==> src/design/bvhsl_ram.sv <==
`timescale 1ns / 1ps
module bvhsl_ram #(
  parameter int WIDTH = 8,
  parameter int DEPTH = 16
) (
  input  logic                     clk_i,
  input  logic                     we_i,
  input  logic [$clog2(DEPTH)-1:0] waddr_i,
  input  logic [WIDTH-1:0]         wdata_i,
  input  logic [$clog2(DEPTH)-1:0] raddr_i,
  output logic [WIDTH-1:0]         rdata_o
);
  logic [WIDTH-1:0] mem_q [DEPTH];

  // one write port, registered read port
  always_ff @(posedge clk_i) begin
    if (we_i) begin
      mem_q[waddr_i] <= wdata_i;
    end
    rdata_o <= mem_q[raddr_i];
  end
endmodule

==> config.mk <==
export PLATFORM = sky130hd
export DESIGN_NAME = bvhsl_ram
export DESIGN_NICKNAME = d
export VERILOG_FILES = /design/src/design/bvhsl_ram.sv
export SDC_FILE = /design/constraint.sdc
export NUM_CORES = 1
export LEC_CHECK = 0
export ABC_AREA = 1
export BUFFER_PORTS_ARGS = -buffer_cell sky130_fd_sc_hd__buf_2
export CAP_MARGIN = 5
export CORE_MARGIN = 4
export CORE_UTILIZATION = 61
export DETAILED_ROUTE_END_ITERATION = 8
export GPL_TIMING_DRIVEN = 0
export PLACE_DENSITY = 0.9
export REMOVE_ABC_BUFFERS = 1
export SETUP_SLACK_MARGIN = 0.05
export SYNTH_ARGS = -nofsm -noshare
export SYNTH_HDL_FRONTEND = slang
export SYNTH_SLANG_ARGS = --single-unit
==> constraint.sdc <==
create_clock -name clk_i -period 1.33 [get_ports clk_i]
set_input_delay 0.1995 -clock clk_i [delete_from_list [all_inputs] [get_ports clk_i]]
set_output_delay 0.1995 -clock clk_i [all_outputs]
set_load 0.02 [all_outputs]
==> impl_metrics.json <==
{
  "status": "finished, final reports clean",
  "finClkSkew_ns": 0.00986,
  "critPathBufInv": 1,
  "ys_seq_area_share_pct": 69.4,
  "cts.clk_slew.worst_paths_ns": 0.06,
  "synth_top_area_share_pct": 66.7,
  "rows": 35,
  "ys_warn_count": 0,
  "period_needed_ns": 1.23,
  "synthToLayoutAreaGrowth_pct": 12.7,
  "critical_path_class": "reg -> out",
  "rsz0062_at_grt": "no",
  "fin_crit_sh_pct": 92.3,
  "drc": 0,
  "fill_cells": 541,
  "finalPower_mw": 10.2,
  "timing.final.hold_violations": 0,
  "place_ws_ns": -1.36,
  "port_buffers": 25,
  "power_frac_comb_pct": 5.9,
  "avgSynthCellArea_um2": 10.5,
  "yosysUniqueCellTypes": 12,
  "cpPeakStageDelay_ns": 0.33,
  "cts_buffers": 17,
  "setup_ws_ns": 0.102,
  "hold_slack_ns": 0.0606,
  "fin_cells": 713,
  "cts.sinks": 136,
  "cts_root_buffer": "clkbuf_8",
  "setup_viol": 0,
  "via_count": 4092,
  "netlist_top_cells_area": "edfxtp_1 (67%), nand2_1 (11%), nand3_1 (8.4%)",
  "grt_pass1_wl_mm": 21.0,
  "drt-pass1-iter-count": 5,
  "synth_cells": 551,
  "clkPwrFrac_pct": 46.7,
  "track_usage_pct": 25.7,
  "endpoint_kind": "primary output",
  "p_int_mw": 7.86,
  "die_area_mm2": 0.0111,
  "critPathArrivalTime_ns": 1.03,
  "cts_setup_buffers": 0,
  "fin_nets": 589,
  "antenna_cells": 0,
  "drt-total-wl_mm": 13.5,
  "placed_cells": 681,
  "path_cells": "buf_2",
  "die_w_um": 105,
  "routabilityCongestion": 0.801,
  "antenna_found_initial": 0,
  "power-per-cell-area_mw_per_mm2": 1560,
  "switchingPower_mw": 2.30,
  "grt_remaining_overflow": 0,
  "drive_gt1_share_pct": 10.1,
  "drv_cap": 0,
  "insertion_delay_ns": 0.53,
  "max_slew_margin_pct": 29.6,
  "final_max_slew_viol_count": 0,
  "cp_top_family": "flip-flops",
  "critical_path_required_ns": 1.13,
  "wl_per_cell_um": 19.0,
  "crit_fanout": 1,
  "ant_nets": 0,
  "die_h_um": 105,
  "switching_share_pct": 22.7,
  "final_util_pct": 70.4,
  "synth-seq-cells": 136,
  "power.leakage_nw": 2.81,
  "fmax_mhz": 814,
  "grt_pass1_vias": 3935,
  "grt_max_degree": 66,
  "yosys.area.top_type": "edfxtp_1",
  "synth_area_mm2": 0.00577,
  "start_util_pct": 62.4,
  "place_hpwl_mm": 7.13,
  "cts.path.max_buffers": 2,
  "io_pins": 26,
  "cp-start-kind": "flip-flop",
  "cts_tree": "yes",
  "tightest_slew_ns": 1.05,
  "htreeDepth": 4,
  "p_seq_share_pct": 47.4,
  "core_mm2": 0.00924,
  "hp-class": "in -> reg",
  "peakVddDrop_v": 0.00121,
  "via_per_inst": 5.74,
  "critPathSlowestCell": "dfxtp_1",
  "drt-initial-drc-count": 523
}
synth_stat cells (all sizes together):
cell and n:
nand2 173, edfxtp 128, inv 102, nand3 97, buf 24, nor2 17, dfxtp 8, nand3b 2
what timing repair did:
| item | CTS | global route |
|---|---|---|
| endpoints found under the setup margin | 8 | 4 |
| endpoints found under the hold margin | 0 | 0 |
| gates resized for setup | 4 | 1 |
| cloned | 0 | 0 |
| hold buffers | 0 | 0 |
area by class of cell:
cell class	instances	area (µm²)	area share, %
tap	129	161	2.48
clock inverter	14	173	2.66
timing repair buffer	25	134	2.06
multi-input combinational	289	1210	18.7
inverter	102	388	5.97
clock buffer	18	428	6.58
sequential	136	4000	61.6
cells in the final DEF (no fill, tap or decap), drive strengths merged:
cell type  synthesis  final
nand2            173    173
edfxtp           128    128
inv              102    105
nand3             97     97
buf               24     25
clkbuf             0     18
nor2              17     17
dfxtp              8      8
clkinv             0      6
bufinv             0      3
nand3b             2      2
clkinvlp           0      2
logic make-up after synthesis:
family	share of synthesized area, %
AND/OR/NAND/NOR	21.0
flip-flops	69.4
buffers and inverters	9.52
power by group through the flow:
| stage | clock, mW | sequential (mW) | combinational (mW) |
|---|---|---|---|
| floorplan | 0 | 4.94 | 0.259 |
| global placement | 0 | 4.90 | 0.531 |
| detailed placement | 0 | 4.91 | 0.561 |
| CTS | 4.73 | 4.82 | 0.584 |
| global route | 4.95 | 4.83 | 0.646 |
| finish | 4.75 | 4.82 | 0.598 |
worst paths after layout:
path                            depth (start not counted)                  start  slack, ns                     to
worst min register to register                          6  mem_q[2][5]$_DFFE_PP_       0.70     rdata_o[5]$_DFF_P_
worst max-delay path                                    1     rdata_o[6]$_DFF_P_       0.10             rdata_o[6]
worst min-delay path                                    1             wdata_i[0]       0.06  mem_q[5][0]$_DFFE_PP_
worst max register to register                          6  mem_q[7][1]$_DFFE_PP_       0.13     rdata_o[1]$_DFF_P_
metrics by stage:
step | TNS (ns) | area, µm²
6_report | 0 | 6500
5_1_grt | 0 | 6500
4_1_cts | 0 | 6500
3_5_place_dp | -39.99 | 5890
3_3_place_gp | -34.68 | 5890
2_1_floorplan | 0 | 5600
layer usage:
layer  GRT usage (%)  wire [µm]  vias to the layer above
li1                -          -                     1814
met1            30.5       4620                     1880
met2            43.4       6820                      333
met3            6.12       1450                       65
met4            13.3        642                        0
met5               0          0                        -
sequential cells by signal (all words and copies together) (netlist names):
signal   flops
mem_q      128
rdata_o      8
(Power assumes the default switching activity.)
